[config.mk]
export PLATFORM = sky130hd
export DESIGN_NAME = multi_channel_length_prefix_deframer
export DESIGN_NICKNAME = d
export VERILOG_FILES = /design/src/sv/mclpd_pkg.sv /design/src/sv/mclpd_update.sv /design/src/sv/multi_channel_length_prefix_deframer.sv
export SDC_FILE = /design/constraint.sdc
export NUM_CORES = 1
export LEC_CHECK = 0
export CAP_MARGIN = 20
export CORE_MARGIN = 5
export CORE_UTILIZATION = 40
export CTS_CLUSTER_SIZE = 28
export DETAILED_ROUTE_END_ITERATION = 8
export DONT_BUFFER_PORTS = 1
export GPL_ROUTABILITY_DRIVEN = 1
export PLACE_DENSITY = 0.58
export SYNTH_ARGS = -nofsm -noshare
export SYNTH_HDL_FRONTEND = slang
export SYNTH_SLANG_ARGS = --single-unit
[constraint.sdc]
create_clock -name clk -period 5.7 [get_ports clk]
set_clock_uncertainty 0.05 [all_clocks]
set_input_delay 1.14 -clock clk [delete_from_list [all_inputs] [get_ports clk]]
set_output_delay 1.14 -clock clk [all_outputs]
set_load 0.02 [all_outputs]
[src/sv/mclpd_pkg.sv]
package mclpd_pkg;

	localparam logic [1:0] MODE_HEADER  = 2'd0;
	localparam logic [1:0] MODE_PAYLOAD = 2'd1;
	localparam logic [1:0] MODE_DROP    = 2'd2;

	localparam logic OP_DATA  = 1'b0;
	localparam logic OP_CLOSE = 1'b1;

	localparam logic KIND_PAYLOAD = 1'b0;
	localparam logic KIND_ERROR   = 1'b1;

	localparam logic [1:0] HDR_LAST_IDX = 2'd3;
	localparam logic [15:0] MAX_PAYLOAD_RESET = 16'd1024;

	typedef struct packed {
		logic [1:0]  mode;
		logic [1:0]  hdr_count;
		logic [23:0] hdr_partial;
		logic [15:0] remaining;
	} chan_state_t;

	typedef struct packed {
		logic       valid;
		logic       kind;
		logic       last;
		logic [7:0] data;
	} result_t;

endpackage

[src/sv/mclpd_update.sv]
module mclpd_update
	import mclpd_pkg::*;
(
	input  chan_state_t cur,
	input  logic        op,
	input  logic [7:0]  data_byte,
	input  logic [15:0] max_payload,
	output chan_state_t nxt,
	output result_t     res
);

	logic [31:0] len;
	logic        len_bad;
	logic [15:0] rem_dec;

	assign len     = {cur.hdr_partial, data_byte};
	assign len_bad = len[31] || (len == 32'd0) || (len[31:16] != 16'd0)
		|| (len[15:0] > max_payload);
	assign rem_dec = cur.remaining - 16'd1;

	always_comb begin
		nxt = cur;
		res = '0;
		if (op == OP_CLOSE) begin
			nxt = '0;
		end else begin
			case (cur.mode)
				MODE_DROP: begin
					nxt = cur;
				end
				MODE_PAYLOAD: begin
					res.valid = 1'b1;
					res.kind  = KIND_PAYLOAD;
					res.data  = data_byte;
					if (rem_dec == 16'd0) begin
						res.last = 1'b1;
						nxt      = '0;
					end else begin
						nxt.remaining = rem_dec;
					end
				end
				default: begin
					// Header phase; the unused mode code behaves the same way.
					if (cur.hdr_count != HDR_LAST_IDX) begin
						nxt.hdr_partial = {cur.hdr_partial[15:0], data_byte};
						nxt.hdr_count   = cur.hdr_count + 2'd1;
					end else begin
						nxt.hdr_count   = 2'd0;
						nxt.hdr_partial = 24'd0;
						if (len_bad) begin
							nxt.mode      = MODE_DROP;
							nxt.remaining = 16'd0;
							res.valid     = 1'b1;
							res.kind      = KIND_ERROR;
						end else begin
							nxt.mode      = MODE_PAYLOAD;
							nxt.remaining = len[15:0];
						end
					end
				end
			endcase
		end
	end

endmodule

[src/sv/multi_channel_length_prefix_deframer.sv]
// Multi-channel length-prefixed deframer.
// Input stream: s_tdata = {data_byte[11:4], channel[3:0]}, s_tuser = op (1 closes the
// channel). Each channel collects a 4-byte big-endian length; a length of 1 to
// max_payload then forwards that many bytes, the final one with m_tlast set. Any other
// length gives one error item (m_tuser = 1) and the channel drops bytes until closed.
// Output stream: m_tdata = {payload_byte[11:4], out_channel[3:0]}, m_tuser = kind.
// Configuration: cfg_data is max_payload, written when cfg_valid is high (always ready).
// Throughput is one item per cycle while the output is not stalled. Per-channel state
// sits in a synchronous memory read at acceptance and written back as the item leaves
// stage 1; a forwarding register covers a write and read of the same channel at the
// same edge. Results pass the stage 1 and output registers. When the receiver stalls, the
// output register holds and the stage behind it stalls too, so s_tready drops after at
// most one more item. Reset clears all channel valid bits at once, so every channel
// starts in the header phase with no clearing pass; max_payload returns to 1024.
module multi_channel_length_prefix_deframer
	import mclpd_pkg::*;
#(
	parameter int CHANNELS = 16
)
(
	input  logic        clk,
	input  logic        arst_n,
	input  logic        s_tvalid,
	output logic        s_tready,
	input  logic [15:0] s_tdata,   // channel[3:0], data_byte[11:4], zero pad
	input  logic        s_tuser,   // op
	output logic        m_tvalid,
	input  logic        m_tready,
	output logic [15:0] m_tdata,   // out_channel[3:0], payload_byte[11:4], zero pad
	output logic        m_tuser,   // kind
	output logic        m_tlast,
	input  logic        cfg_valid,
	output logic        cfg_ready,
	input  logic [15:0] cfg_data
);

	localparam int IDX_W = (CHANNELS > 1) ? $clog2(CHANNELS) : 1;
	localparam logic [8:0] CH_LIM = 9'(CHANNELS);

	logic [15:0] max_payload_q;

	chan_state_t mem_q [CHANNELS];
	logic [CHANNELS-1:0] written_q;

	logic [8:0]       in_chan_ext;
	logic [IDX_W-1:0] rd_idx;
	logic             in_range;
	logic             in_accept;

	logic             valid_s1;
	logic             op_s1;
	logic [7:0]       byte_s1;
	logic [3:0]       chan_s1;
	logic [IDX_W-1:0] idx_s1;
	logic             range_s1;
	logic             rd_ok_s1;
	chan_state_t      rdata_s1;

	logic             fwd_valid_q;
	logic [IDX_W-1:0] fwd_idx_q;
	chan_state_t      fwd_data_q;

	chan_state_t cur_state;
	chan_state_t nxt_state;
	result_t     res;
	logic        adv_s1;
	logic        wr_en;

	logic       out_valid_q;
	logic       out_kind_q;
	logic       out_last_q;
	logic [3:0] out_chan_q;
	logic [7:0] out_byte_q;

	assign in_chan_ext = {5'd0, s_tdata[3:0]};
	assign rd_idx      = in_chan_ext[IDX_W-1:0];
	assign in_range    = in_chan_ext < CH_LIM;

	assign adv_s1    = valid_s1 && (!out_valid_q || m_tready);
	assign s_tready  = !valid_s1 || adv_s1;
	assign in_accept = s_tvalid && s_tready;
	assign wr_en     = adv_s1 && range_s1;
	assign cfg_ready = 1'b1;

	always_comb begin
		if (fwd_valid_q && (fwd_idx_q == idx_s1)) begin
			cur_state = fwd_data_q;
		end else if (rd_ok_s1) begin
			cur_state = rdata_s1;
		end else begin
			cur_state = '0;
		end
	end

	mclpd_update u_update (
		.cur         (cur_state),
		.op          (op_s1),
		.data_byte   (byte_s1),
		.max_payload (max_payload_q),
		.nxt         (nxt_state),
		.res         (res)
	);

	always_ff @(posedge clk or negedge arst_n) begin
		if (!arst_n) begin
			max_payload_q <= MAX_PAYLOAD_RESET;
		end else if (cfg_valid) begin
			max_payload_q <= cfg_data;
		end
	end

	// State memory: read at acceptance, written back from stage 1.
	always_ff @(posedge clk) begin
		if (wr_en) begin
			mem_q[idx_s1] <= nxt_state;
		end
		if (in_accept) begin
			rdata_s1 <= mem_q[rd_idx];
		end
	end

	always_ff @(posedge clk or negedge arst_n) begin
		if (!arst_n) begin
			written_q <= '0;
		end else if (wr_en) begin
			written_q[idx_s1] <= 1'b1;
		end
	end

	always_ff @(posedge clk or negedge arst_n) begin
		if (!arst_n) begin
			valid_s1    <= 1'b0;
			fwd_valid_q <= 1'b0;
		end else begin
			if (in_accept) begin
				valid_s1    <= 1'b1;
				fwd_valid_q <= wr_en;
			end else if (adv_s1) begin
				valid_s1 <= 1'b0;
			end
		end
	end

	always_ff @(posedge clk) begin
		if (in_accept) begin
			op_s1      <= s_tuser;
			byte_s1    <= s_tdata[11:4];
			chan_s1    <= s_tdata[3:0];
			idx_s1     <= rd_idx;
			range_s1   <= in_range;
			rd_ok_s1   <= written_q[rd_idx];
			fwd_idx_q  <= idx_s1;
			fwd_data_q <= nxt_state;
		end
	end

	always_ff @(posedge clk or negedge arst_n) begin
		if (!arst_n) begin
			out_valid_q <= 1'b0;
		end else if (adv_s1) begin
			out_valid_q <= range_s1 && res.valid;
		end else if (m_tready) begin
			out_valid_q <= 1'b0;
		end
	end

	always_ff @(posedge clk) begin
		if (adv_s1) begin
			out_kind_q <= res.kind;
			out_last_q <= res.last;
			out_chan_q <= chan_s1;
			out_byte_q <= res.data;
		end
	end

	assign m_tvalid = out_valid_q;
	assign m_tdata  = {4'd0, out_byte_q, out_chan_q};
	assign m_tuser  = out_kind_q;
	assign m_tlast  = out_last_q;

endmodule

**Word-level counts from Yosys, hierarchy flattened**

Memories as Yosys holds them, arrays and structs flattened. A register that Yosys moved wholly into a read port is not among the register bits.
Cells that the tools add are included.

- Bits in read-only memories: 0
- Flip-flop bits (word level): 112
- Bits in writable memories: 704
- Latch bits: 0
- Input bits: 38
- Word-level logic and storage cells: 79
- Output and inout bits: 21
- Memories kept: 1

- Add/sub/neg operators: 2
- Equality and inequality tests: 4
- Bitwise operators: 2
- Reduce and logical (&&, ||, !) cells: 19
- Mux-type cells: 27
- Div/mod/pow operators: 0
- Multipliers: 0
- Magnitude comparators: 5
- Shift-type cells: 0

Memories:

| memory | depth | bits a word | rd ports | clocked after memory_dff | wr ports | RTL line | text |
|---|---|---|---|---|---|---|---|
| mem_q | 16 | 44 | 1 | 1 | 1 | multi_channel_length_prefix_deframer.sv:42 | `chan_state_t mem_q [CHANNELS];` |

Operators with widths:

| kind | count |
|---|---|
| two-way mux 44 bit | 3 |
| case mux 44 bit (2 select lines) | 1 |
| two-way mux 16 bit | 3 |
| logical NOT 32 bit | 1 |
| two-way mux 28 bit | 1 |
| two-way mux 26 bit | 1 |
| > comparator 16 bit | 1 |
| logical NOT 16 bit | 1 |
| bitwise OR 16 bit | 1 |
| nonzero test 16 bit | 1 |
| subtractor 16 x 1 -> 16 bit (second input constant) | 1 |
| < comparator 4 x 5 -> 1 bit (second input constant) | 3 |
| two-way mux 11 bit | 1 |
| two-way mux 1 bit | 9 |
| two-way mux 9 bit | 1 |
| two-way mux 2 bit | 4 |
| logical AND 1 bit | 6 |
| logical OR 1 bit | 5 |
| binary-select mux 1 bit (select 4 bit) | 1 |
| demux 1 bit (select 4 bit) | 1 |
| == test 4 bit | 1 |
| greater-or-equal comparator 4 x 1 -> 1 bit (second input constant) | 1 |
| case mux 2 bit (2 select lines) | 1 |
| nonzero test 2 bit | 2 |
| 7 further kinds | 8 |

**Depth between registers and ports, before layout**

Gate-level depths: netlist (run 1).

- Depth after elaboration: 13
- Mapped depth: 21
- Mapped depth without buffers: 16

**Modules after synthesis**

From an unflattened synthesis (run 1), not the netlist that was laid out.

- Cell total of the unflattened synthesis: 1761
- Area total of the unflattened synthesis: 34251.6 um2

Modules (own cells, without submodules):

| module | cells each | instances | area each (um2) | sequential area each (um2) |
|---|---|---|---|---|
| multi_channel_length_prefix_deframer | 1462 | 1 | 32279.7 | 25620.8 |
| mclpd_update | 299 | 1 | 1971.9 | 0.0 |

**Worst setup path before layout (run 1)**

OpenSTA, ideal clock, no wires.

- Kind: input-to-reg
- Start point: input port m_tready
- End point: memory mem_q[4][0] (netlist bit), enable pin
- Setup time: 0.502 ns
- Slack: 0.188 ns
- Data required time: 5.148 ns
- Buffers on the path: 0
- Stages: 5
- Arrival: 4.960 ns
- Path through: nand2b_1 -> nand2_1 -> inv_1 -> nand3b_1 -> nor3_1

- Word-level cells in the longest chain between the ends: 5

Ends and longest elaborated chain:

| element | RTL line | text |
|---|---|---|
| start: declaration | multi_channel_length_prefix_deframer.sv:28 | `input logic m_tready,` |
| logical OR 1 bit | multi_channel_length_prefix_deframer.sv:79 | `assign adv_s1 = valid_s1 && (!out_valid_q \|\| m_tready);` |
| logical AND 1 bit | multi_channel_length_prefix_deframer.sv:79 |  |
| net adv_s1 | multi_channel_length_prefix_deframer.sv:66 | `logic adv_s1;` |
| logical AND 1 bit | multi_channel_length_prefix_deframer.sv:82 | `assign wr_en = adv_s1 && range_s1;` |
| two-way mux 1 bit | multi_channel_length_prefix_deframer.sv:114 | `if (wr_en) begin` |
| two-way mux 1 bit (implied by the code) | multi_channel_length_prefix_deframer.sv:115 | `mem_q[idx_s1] <= nxt_state;` |
| end: declaration | multi_channel_length_prefix_deframer.sv:42 |  |

The timed path passes the listed nets, and every way through them passes these cells.

==> qor.txt, run 1 <==
F_max - 192 MHz
Core area - 85400 um^2
Post-synthesis adder-cell area fraction - 0.797%
Part of the Yosys area used for sequential elements - 74.1%
Row count - 107
Ys Warns - 0
Post-synthesis cell area - 34600 um^2
Slew @ Worst Pin - 1.19 ns
Post-CTS Hold Buffers - 0
Initial drt markers - 1905
Die height - 304 um
Syn Area/Cell - 19.8 um^2
Sink Count - 859
Largest family of logic cells by synthesized area - multiplexers
RSZ-0062 raised after global routing - false
Clk slew on worst S/H paths - 0.06 ns
Peak supply drop - 0.222 mV
GP Congestion - 0.894
Hold Path Class - input pin to async pin
Share of cells above drive strength 1 - 26.1%
Hold Slack - 0.152 ns
Status - finished clean
Die W - 304 um
DR vias - 17644
Slowest CP cell - o21ai_1
Register-to-Register Path Depth - 15
Worst endpoint required time - 5.92 ns
Post-synth ARST share - 4.07%
R2R Setup Slk - 0.48 ns
GR Overflow Total - 0
CP Class - flip-flop to flip-flop
First-pass GRT wire length - 125 mm
CTS tree - yes
Synth-to-layout area growth - 13.9%
Yosys reg bits - 859
Setup TNS - 0 ns
Setup crit start kind - flip-flop
Initial core utilization - 40.5%
Post-synthesis mux area share - 14.9%
Post-synthesis compound-gate area fraction - 4.07%
CP Data Arrival Time - 5.44 ns
Root Driver - clkbuf_16
DRT Wirelength - 85.4 mm
Nets - 1885
Initial antenna violation count - 6
H-tree levels - 3
DRC - 0
Tot GR Track Use - 18.3%
# Max-Cap Violations - 0
Post-synth cell types - 76
Post-synthesis cell count - 1747
Vias in the first global route - 17995
Skew-Pair Late Insertion Delay - 0.64 ns
Most common cell on crit path - and3_1
Period utilization - 91.5%
Critical Path, Cell by Cell - xnor2_1 > and3_1 > nand2_2 > and3_1 > a21oi_1 > ha_1 > nand3_1 > nor3_1 > nor2_1 > and4_1 > o31a_1 > o2111ai_2 > a21oi_4 > buf_12 > o21ai_1
Post-Synth XOR/XNOR Area - 0.398%
Simple-gate share of the synthesized area - 4.03%
Fin. Hold Viols - 0
Top_reg_cell synth - edfxtp_1
Max Fanout on Critical Path - 25
Clock buffer depth - 3
Crit path max-delay family - compound AO/OA/AOI/OAI gates
Drt pass-1 iters - 5
Post-CTS setup buffer count - 0
CTS Buf Count - 89
Post-DR wirelength/cell - 28.1 um
Slew margin rel. - 20.9%
Vias/cell - 5.79
WP buf/inv - 1
Synth top area cells - edfxtp_1 (72%), mux4_2 (15%), dfrtp_1 (2.5%), a21oi_1 (0.94%), ha_1 (0.80%)
DRT antenna net count - 0
Worst path depth - 15
Setup-failing EPs final - 0
IO Pins - 59
Pleak - 0.0128 uW
I/O Buffers - 0
Cts repair resizes - 0
Die Area - 92400 um^2
Largest net degree at the start of global routing - 182
Post-placement cell count - 2861
Pwr Density - 374 nW/um^2
Layout Cells excl Fill - 3045
Slowest cell delay on critical path - 0.86 ns
Crit end category - flip-flop
Minimum clock period - 5.22 ns
Top cell type's share of synthesized area - 71.6%
Largest area contributor in the netlist - edfxtp_1
EDFF count, synth - 824
Post-DP HPWL - 45.2 mm
Slew Viols, Final - 0
-- layout by cell type, fill, tap and decap left out, types with 7 or more instances in the layout --
master	n
edfxtp_1	824
clkinv_2	11
and3_1	30
o21ai_0	42
nand2_1	66
inv_1	37
ha_1	22
xnor2_1	10
and2_1	8
o21ai_1	10
buf_4	75
bufinv_16	11
nor3_1	19
nor4_1	13
nor2_1	34
or2_2	19
a211oi_1	11
clkbuf_1	23
a221oi_1	7
nand3_1	20
a21oi_1	65
dfrtp_1	34
nor2_4	13
clkbuf_16	92
mux4_2	226
clkinv_1	14
o22ai_1	20
-- where the power goes --
group / internal [uW] / switching (uW) / total (uW) / leakage (uW)
registers: 7360 / 124 / 7490 / 0.00810
clock network: 3520 / 2380 / 5900 / 0.00144
logic: 512 / 823 / 1330 / 0.00329
total: 11400 / 3320 / 14700 / 0.0128
-- cells in the mapped netlist, types with 7 or more instances --
cell / count
nor4_1: 13
buf_1: 20
mux4_2: 226
nor3_1: 23
ha_1: 22
and2_1: 9
or2_2: 19
a221oi_1: 7
xnor2_1: 10
o22ai_1: 20
clkbuf_1: 60
inv_1: 37
dfrtp_1: 34
edfxtp_1: 824
o21ai_1: 10
nand2_1: 66
nand3_1: 20
buf_2: 9
a211oi_1: 11
o21ai_0: 42
and3_1: 30
nor2_1: 46
a21oi_1: 65
-- logic make-up after synthesis --
kind of cell / Yosys count
flip-flops: 859
AND/OR/NAND/NOR: 267
multiplexers: 232
AO/OA/AOI/OAI: 216
buffers and inverters: 135
adder cells (fa/ha/maj): 22
XOR/XNOR: 14
other: 2
-- cell type report --
type / instances / area [um^2]
clock inverter: 44 / 541
clock buffer: 119 / 2440
sequential: 859 / 25600
inverter: 39 / 146
fill: 7280 / 46000
multi-input combinational: 756 / 8520
timing repair buffer: 80 / 663
antenna: 4 / 10.0
tap: 1144 / 1430
-- final timing paths --
check,startpoint,end
worst max-delay path,idx_s1[2],mem_q[1][42]
worst min-delay path,arst_n,m_tvalid
worst max register to register,idx_s1[2],mem_q[1][42]
worst min register to register,written_q[5],written_q[5]
max in group asynchronous,arst_n,max_payload_q[10]
min in group clk,written_q[5],written_q[5]
-- routing by layer --
metal	vias up	wire [um]	share of wire (%)	track usage (%)
met4	2	1660	1.9	4.12
met5	-	20	0.023	0
met2	651	39300	46	27.8
met3	126	6000	7.0	3.32
li1	7401	-	-	-
met1	9464	38400	45	27.9
-- state kept, by name (all words and copies together) (netlist names), 4 cells and up --
register,cells
mem_q,704
fwd_data_q,44
rdata_s1,44
max_payload_q,16
written_q,16
byte_s1,8
out_byte_q,8
fwd_idx_q,4
idx_s1,4
out_chan_q,4
-- stage by stage --
| stage | cell area, um^2 | setup slack, ns | util (%) | power, uW |
|---|---|---|---|---|
| 6_report | 39400 | 0.483 | 46.1 | 14700 |
| 5_1_grt | 39400 | 0.127 | 46.1 | 15200 |
| 3_3_place_gp | 36200 | 0.631 | 42.4 | 8870 |
| 2_1_floorplan | 34600 | 0.188 | - | 8500 |
| 3_5_place_dp | 36200 | 0.398 | 42.4 | 8920 |
| 4_1_cts | 39200 | 0.378 | 45.9 | 14800 |
Power figures use the tool's default switching activity.
==> run 2, diff against run 1 <==
--- a/config.mk
+++ b/config.mk
@@ -6,13 +6,15 @@
 export NUM_CORES = 1
 export LEC_CHECK = 0
 export CAP_MARGIN = 20
+export CELL_PAD_IN_SITES_DETAIL_PLACEMENT = 0
+export CELL_PAD_IN_SITES_GLOBAL_PLACEMENT = 2
 export CORE_MARGIN = 5
 export CORE_UTILIZATION = 40
 export CTS_CLUSTER_SIZE = 28
 export DETAILED_ROUTE_END_ITERATION = 8
 export DONT_BUFFER_PORTS = 1
 export GPL_ROUTABILITY_DRIVEN = 1
-export PLACE_DENSITY = 0.58
+export PLACE_DENSITY = 0.69
 export SYNTH_ARGS = -nofsm -noshare
 export SYNTH_HDL_FRONTEND = slang
 export SYNTH_SLANG_ARGS = --single-unit
==> constraint.sdc (replaced) <==
create_clock -name clk -period 6.7 [get_ports clk]
set_clock_uncertainty 0.05 [all_clocks]
set_input_delay 1.34 -clock clk [delete_from_list [all_inputs] [get_ports clk]]
set_output_delay 1.34 -clock clk [all_outputs]
set_load 0.02 [all_outputs]
==> qor.txt, run 2 (same netlist as run 1, synthesis figures left out) <==
Fin. Hold Viols - 0 (unchanged)
Sink Count - 859 (unchanged)
Period utilization - 90.4% (was 91.5%)
Reg2reg end - mem_q[3][42] (was mem_q[1][42])
FILL cells - 7244 (was 7280)
Skew-Pair Late Insertion Delay - 0.65 ns (was 0.64 ns)
Cts repair resizes - 0 (unchanged)
Initial antenna violation count - 4 (was 6)
Vias in the first global route - 17684 (was 17995)
Reg2reg start - idx_s1[1] (was idx_s1[2])
Pre-CTS WS - 0.807 ns (was 0.398 ns)
Register-to-Register Path Depth - 15 (unchanged)
# Max-Cap Violations - 0 (unchanged)
Pwr Density - 318 nW/um^2 (was 374 nW/um^2)
DR vias - 17510 (was 17644)
Clock buffer depth - 3 (unchanged)
Share of cells above drive strength 1 - 26.5% (was 26.1%)
Die W - 304 um (unchanged)
Initial core utilization - 40.5% (unchanged)
R2R Setup Slk - 0.64 ns (was 0.48 ns)
Finished Cell Area - 39400 um^2 (about the same)
Most frequent cells in the layout - edfxtp_1 (824), mux4_2 (226), clkbuf_16 (91) (was edfxtp_1 (824), mux4_2 (226), clkbuf_16 (92))
Max reg flops - 704 (unchanged)
Hold Path Class - input pin to async pin (unchanged)
Synth-to-layout area growth - 14.1% (was 13.9%)
Peak supply drop - 0.206 mV (was 0.222 mV)
Post-CTS Hold Buffers - 0 (unchanged)
Placed cell areas - 36200 um^2 (about the same)
Die Area - 92400 um^2 (unchanged)
CTS Buf Count - 90 (was 89)
Biggest regs - mem_q: 704 flops, fwd_data_q: 44 flops, rdata_s1: 44 flops (unchanged)
Slew Viols, Final - 0 (unchanged)
First-pass GRT wire length - 125 mm (about the same)
Pleak - 0.0129 uW (was 0.0128 uW)
Crit end category - flip-flop (unchanged)
Status - finished clean (unchanged)
F_max - 165 MHz (was 192 MHz)
Setup-failing EPs final - 0 (unchanged)
Slew @ Worst Pin - 1.09 ns (was 1.19 ns)
Max Fanout on Critical Path - 17 (was 25)
RSZ-0062 raised after global routing - false (unchanged)
Final worst slack - 0.645 ns (was 0.483 ns)
CTS tree - yes (unchanged)
Core area - 85400 um^2 (unchanged)
Setup crit start kind - flip-flop (unchanged)
Vias/cell - 5.75 (was 5.79)
IO Pins - 59 (unchanged)
Largest net degree at the start of global routing - 182 (unchanged)
I/O Buffers - 0 (unchanged)
GP Congestion - 0.917 (was 0.894)
DRT Wirelength - 85.0 mm (was 85.4 mm)
Drt pass-1 iters - 5 (unchanged)
Initial drt markers - 1937 (was 1905)
DRT antenna net count - 0 (unchanged)
Row count - 107 (unchanged)
Commonest non-fill, non-tap cell in the layout - edfxtp_1 (unchanged)
Slew margin rel. - 27.0% (was 20.9%)
CP Data Arrival Time - 6.30 ns (was 5.44 ns)
GR Overflow Total - 0 (unchanged)
Minimum clock period - 6.06 ns (was 5.22 ns)
Root Driver - clkbuf_16 (unchanged)
Die height - 304 um (unchanged)
Worst endpoint required time - 6.95 ns (was 5.92 ns)
Post-CTS setup buffer count - 0 (unchanged)
Post-DP HPWL - 47.1 mm (was 45.2 mm)
Tot GR Track Use - 18.2% (was 18.3%)
Nets - 1886 (was 1885)
CP Class - flip-flop to flip-flop (unchanged)
H-tree levels - 3 (unchanged)
Clk slew on worst S/H paths - 0.06 ns (about the same)
Setup TNS - 0 ns (unchanged)
DRC - 0 (unchanged)
Top reg by flops - mem_q (unchanged)
Post-DR wirelength/cell - 27.9 um (was 28.1 um)
run 2: cell types whose count changed in the layout (fill, tap and decap cells not counted), moves of 2 or more:
cell	previous run	this run
buf_4	75	73
clkbuf_8	4	2
clkinvlp_4	6	2
clkinv_1	14	23
diode_2	4	2
clkbuf_1	23	11
clkinv_2	11	19
run 2: how the worst max path moves through the flow:
stage,slack [ns],cells after the start,end,start
global placement,0.85,15,mem_q[10][42],idx_s1[0]
CTS,0.77,15,mem_q[3][42],idx_s1[2]
floorplan,0.99,5,mem_q[4][0],m_tready
detailed placement,0.81,15,mem_q[8][42],idx_s1[2]
finish,0.64,15,mem_q[3][42],idx_s1[1]
global route,0.29,15,mem_q[9][42],idx_s1[2]
run 2: final cells by class:
class	instances	area (um^2)	share of cell area, %
multi-input combinational	756	8520	21.6
tap	1144	1430	3.63
clock buffer	104	2350	5.95
antenna	2	5.00	0.0127
inverter	39	146	0.371
clock inverter	62	671	1.70
timing repair buffer	80	687	1.74
sequential	859	25600	65.0
run 2: worst max-delay path, stage by stage (launching register included):
cell and delay, ns:
edfxtp_1 0.58, xnor2_2 0.34, and2_1 0.27, nand2_2 0.21
and3_1 0.25, a21oi_1 0.43, inv_1 0.28, ha_1 0.36
a21o_1 0.16, a21oi_1 0.13, o32ai_1 0.10, o31ai_1 0.53
o211ai_1 0.34, nor2_1 0.87, a22oi_1 0.20, o21ai_1 0.58
run 2: per-stage QoR:
| stage | cells | utilization, % | total power, uW | hold slack, ns |
|---|---|---|---|---|
| final | 3046 | 46.2 | 12500 | 0.338 |
| after global routing | 3044 | 46.2 | 13000 | 0.299 |
| after CTS | 3023 | 45.9 | 12600 | 0.295 |
| after detailed placement | 2857 | 42.4 | 7600 | 0.399 |
| after global placement | 2855 | 42.4 | 7560 | 0.396 |
| after floorplan | 1750 | - | 7240 | 0.384 |
run 2: report_power, final:
part / internal [uW] / total (uW) / switching, uW
Combinational: 435 / 1140 / 709
Sequential: 6260 / 6370 / 107
Clock: 2960 / 5030 / 2080
Total: 9660 / 12500 / 2890
run 2: per-layer routing:
layer  track usage (%)  vias to the layer above  share of wire, %
li1                  -                     7404                 -
met1              26.8                     9389                44
met2              28.3                      591                47
met3              3.67                      124               6.6
met4              4.67                        2               2.3
met5                 0                        -             0.015
==> run 3, diff against run 2 <==
--- a/config.mk
+++ b/config.mk
@@ -5,6 +5,7 @@
 export SDC_FILE = /design/constraint.sdc
 export NUM_CORES = 1
 export LEC_CHECK = 0
+export ABC_AREA = 1
 export CAP_MARGIN = 20
 export CELL_PAD_IN_SITES_DETAIL_PLACEMENT = 0
 export CELL_PAD_IN_SITES_GLOBAL_PLACEMENT = 2
@@ -14,7 +15,7 @@
 export DETAILED_ROUTE_END_ITERATION = 8
 export DONT_BUFFER_PORTS = 1
 export GPL_ROUTABILITY_DRIVEN = 1
-export PLACE_DENSITY = 0.69
+export PLACE_DENSITY = 0.76
 export SYNTH_ARGS = -nofsm -noshare
 export SYNTH_HDL_FRONTEND = slang
 export SYNTH_SLANG_ARGS = --single-unit
==> qor.txt, run 3 <==
Post-CTS setup buffer count - 0 (unchanged)
Setup-failing EPs final - 0 (unchanged)
Initial drt markers - 2047 (was 1937)
Tot GR Track Use - 19.3% (was 18.2%)
Critical Path, Cell by Cell - inv_2 > nand2_1 > nand2_2 > nor2_8 > nand3_4 > nand3_1 > nand2_1 > ha_1 > nand2_1 > nor4_1 > nand4_1 > nand2_1 > nand2_1 > nor2_1 > nand2_1 > nor2_2 > nand2_1 > o211ai_1 > nand2_1 > nor2_1 (was xnor2_2 > and2_1 > nand2_2 > and3_1 > a21oi_1 > inv_1 > ha_1 > a21o_1 > a21oi_1 > o32ai_1 > o31ai_1 > o211ai_1 > nor2_1 > a22oi_1 > o21ai_1)
F_max - 179 MHz (was 165 MHz)
CTS tree - yes (unchanged)
Pre-CTS WS - 1.18 ns (was 0.807 ns)
Slowest cell delay on critical path - 0.76 ns (was 0.87 ns)
Clk slew on worst S/H paths - 0.06 ns (about the same)
Failing checks - slew limit
Period utilization - 83.4% (was 90.4%)
Top_reg_cell synth - edfxtp_1 (unchanged)
Share of cells above drive strength 1 - 9.76% (was 26.5%)
RSZ-0062 raised after global routing - false (unchanged)
H-tree levels - 3 (unchanged)
Nets - 2938 (was 1886)
Met2 Usage GRT - 31.7% (was 28.3%)
Vias in the first global route - 22196 (was 17684)
First-pass GRT wire length - 143 mm (was 125 mm)
Row count - 111 (was 107)
WP buf/inv - 1 (unchanged)
Synth-to-layout area growth - 11.9% (was 14.1%)
CP Data Arrival Time - 5.83 ns (was 6.30 ns)
Initial core utilization - 40.2% (was 40.5%)
Die Area - 98200 um^2 (was 92400 um^2)
IO Pins - 59 (unchanged)
Peak supply drop - 0.178 mV (was 0.206 mV)
Cts repair resizes - 0 (unchanged)
CP Class - flip-flop to flip-flop (unchanged)
Syn Area/Cell - 12.6 um^2 (was 19.8 um^2)
Initial antenna violation count - 2 (was 4)
Slowest CP cell - nor2_1 (unchanged)
DR vias - 22500 (was 17510)
Hold Path Class - input pin to async pin (unchanged)
Post-DP HPWL - 52.2 mm (was 47.1 mm)
Worst endpoint required time - 6.94 ns (was 6.95 ns)
Synth cell count leaders - edfxtp_1 (824), nand2_1 (321), inv_1 (298), o21ai_0 (282), a21oi_1 (198) (was edfxtp_1 (824), mux4_2 (226), nand2_1 (66), a21oi_1 (65), clkbuf_1 (60))
Crit end category - flip-flop (unchanged)
Final worst slack - 1.11 ns (was 0.645 ns)
Status - finished with violations (was finished clean)
CTS Buf Count - 89 (was 90)
Slew Viols, Final - 180 (was 0)
Clock buffer depth - 3 (unchanged)
Commonest non-fill, non-tap cell in the layout - edfxtp_1 (unchanged)
DRC - 0 (unchanged)
Largest net degree at the start of global routing - 546 (was 182)
GRT met1 Usage - 26.7% (was 26.8%)
Skew-Pair Late Insertion Delay - 0.66 ns (was 0.65 ns)
Fin. Hold Viols - 0 (unchanged)
Core area - 91500 um^2 (was 85400 um^2)
Biggest regs - mem_q: 704 flops, fwd_data_q: 44 flops, rdata_s1: 44 flops (unchanged)
Slew @ Worst Pin - 1.68 ns (was 1.09 ns)
DRT antenna net count - 0 (unchanged)
GR peak layer - met2 (unchanged)
Synth top area cells - edfxtp_1 (67%), mux2i_1 (4.8%), o21ai_0 (3.8%), o211ai_1 (3.8%), nand2_1 (3.3%) (was edfxtp_1 (72%), mux4_2 (15%), dfrtp_1 (2.5%), a21oi_1 (0.94%), ha_1 (0.80%))
Most common cell on crit path - nand2_1 (was a21oi_1)
EDFF count, synth - 824 (unchanged)
Sink Count - 859 (unchanged)
Top cell type's share of synthesized area - 67.2% (was 71.6%)
GP Congestion - 0.870 (was 0.917)
Slew margin rel. - -11.9% (was 27.0%)
Post-synth cell types - 45 (was 76)
DRT Wirelength - 96.2 mm (was 85.0 mm)
Drt pass-1 iters - 5 (unchanged)
Vias/cell - 5.44 (was 5.75)
Ys Warns - 0 (unchanged)
Max reg flops - 704 (unchanged)
Most common cell in the synthesized netlist - edfxtp_1 (unchanged)
Die W - 313 um (was 304 um)
Root Driver - clkbuf_16 (unchanged)
Post-synthesis cell count - 2910 (was 1747)
Post-DR wirelength/cell - 23.2 um (was 27.9 um)
Top reg by flops - mem_q (unchanged)
Most frequent cells in the layout - edfxtp_1 (824), nand2_1 (321), inv_1 (295) (was edfxtp_1 (824), mux4_2 (226), clkbuf_16 (91))
Yosys reg bits - 859 (unchanged)
Pleak - 0.0152 uW (was 0.0129 uW)
I/O Buffers - 0 (unchanged)
Die height - 313 um (was 304 um)
Setup TNS - 0 ns (unchanged)
GR Overflow Total - 0 (unchanged)
Global-route met3 utilization - 3.55% (was 3.67%)
# Max-Cap Violations - 0 (unchanged)
Post-CTS Hold Buffers - 0 (unchanged)
Minimum clock period - 5.59 ns (was 6.06 ns)
Crit path max-delay family - simple AND/OR/NAND/NOR gates (was compound AO/OA/AOI/OAI gates)
Pwr Density - 307 nW/um^2 (was 318 nW/um^2)
Setup crit start kind - flip-flop (unchanged)
Post-synth ARST share - 4.07% (unchanged)
Largest area contributor in the netlist - edfxtp_1 (unchanged)
Part of the Yosys area used for sequential elements - 69.6% (was 74.1%)
Post-synthesis cell area - 36800 um^2 (was 34600 um^2)
Max Fanout on Critical Path - 39 (was 17)
==> run 3: logic make-up (layout without fill, tap and decap cells) <==
| kind of cell | after synthesis | count (layout) | share of synthesized area, % |
|---|---|---|---|
| DFF | 859 | 859 | 69.6 |
| AOI/OAI and AO/OA | 691 | 691 | 10.8 |
| and+or+nand+nor | 669 | 669 | 8.70 |
| buffers and inverters | 490 | 528 | 5.32 |
| muxes | 177 | 177 | 4.82 |
| adders and majority gates | 22 | 22 | 0.748 |
| other | 2 | 6 | 0.0204 |
==> run 3: metrics by stage <==
step / cell area, um^2 / total power (uW) / util (%) / hold slack [ns] / instances
floorplan: 36800 / 7400 / - / 0.377 / 2913
global placement: 38100 / 7720 / 41.6 / 0.391 / 3966
detailed placement: 38200 / 7760 / 41.8 / 0.394 / 3971
CTS: 41200 / 12800 / 45.0 / 0.275 / 4135
global route: 41200 / 13100 / 45.0 / 0.286 / 4137
finish: 41200 / 12700 / 45.0 / 0.325 / 4138
==> run 3: layout make-up <==
cell class / instances / area [um^2]
Multi-Input combinational cell: 1564 / 9360
Clock buffer: 116 / 2400
Inverter: 306 / 1160
Clock inverter: 48 / 559
Tap cell: 1186 / 1480
Antenna cell: 1 / 2.50
Fill cell: 8123 / 50300
Sequential cell: 859 / 25600
Timing Repair Buffer: 58 / 612
==> run 3: worst paths after layout <==
path / slack [ns] / end / cells past startpoint / from
worst max-delay path: 1.11 / mem_q[14][12] / 20 / idx_s1[1]
worst min-delay path: 0.33 / max_payload_q[6] / 0 / arst_n
worst max register to register: 1.11 / mem_q[14][12] / 20 / idx_s1[1]
worst min register to register: 0.41 / written_q[3] / 2 / written_q[3]
max in group asynchronous: 6.09 / max_payload_q[10] / 0 / arst_n
min in group clk: 0.41 / written_q[3] / 2 / written_q[3]
==> run 3: power by group <==
part	internal (uW)	switching, uW	leakage (uW)
clock	2970	2040	0.00144
sequential	6330	79.7	0.00805
combinational	334	909	0.00568
total	9630	3030	0.0152
==> run 3: metal layers <==
metal,vias up,routed length [um],share of wire [%]
met3,116,6010,6.3
li1,10487,-,-
met4,2,1960,2.0
met1,11266,42600,44
met2,629,45600,47
met5,-,13,0.014
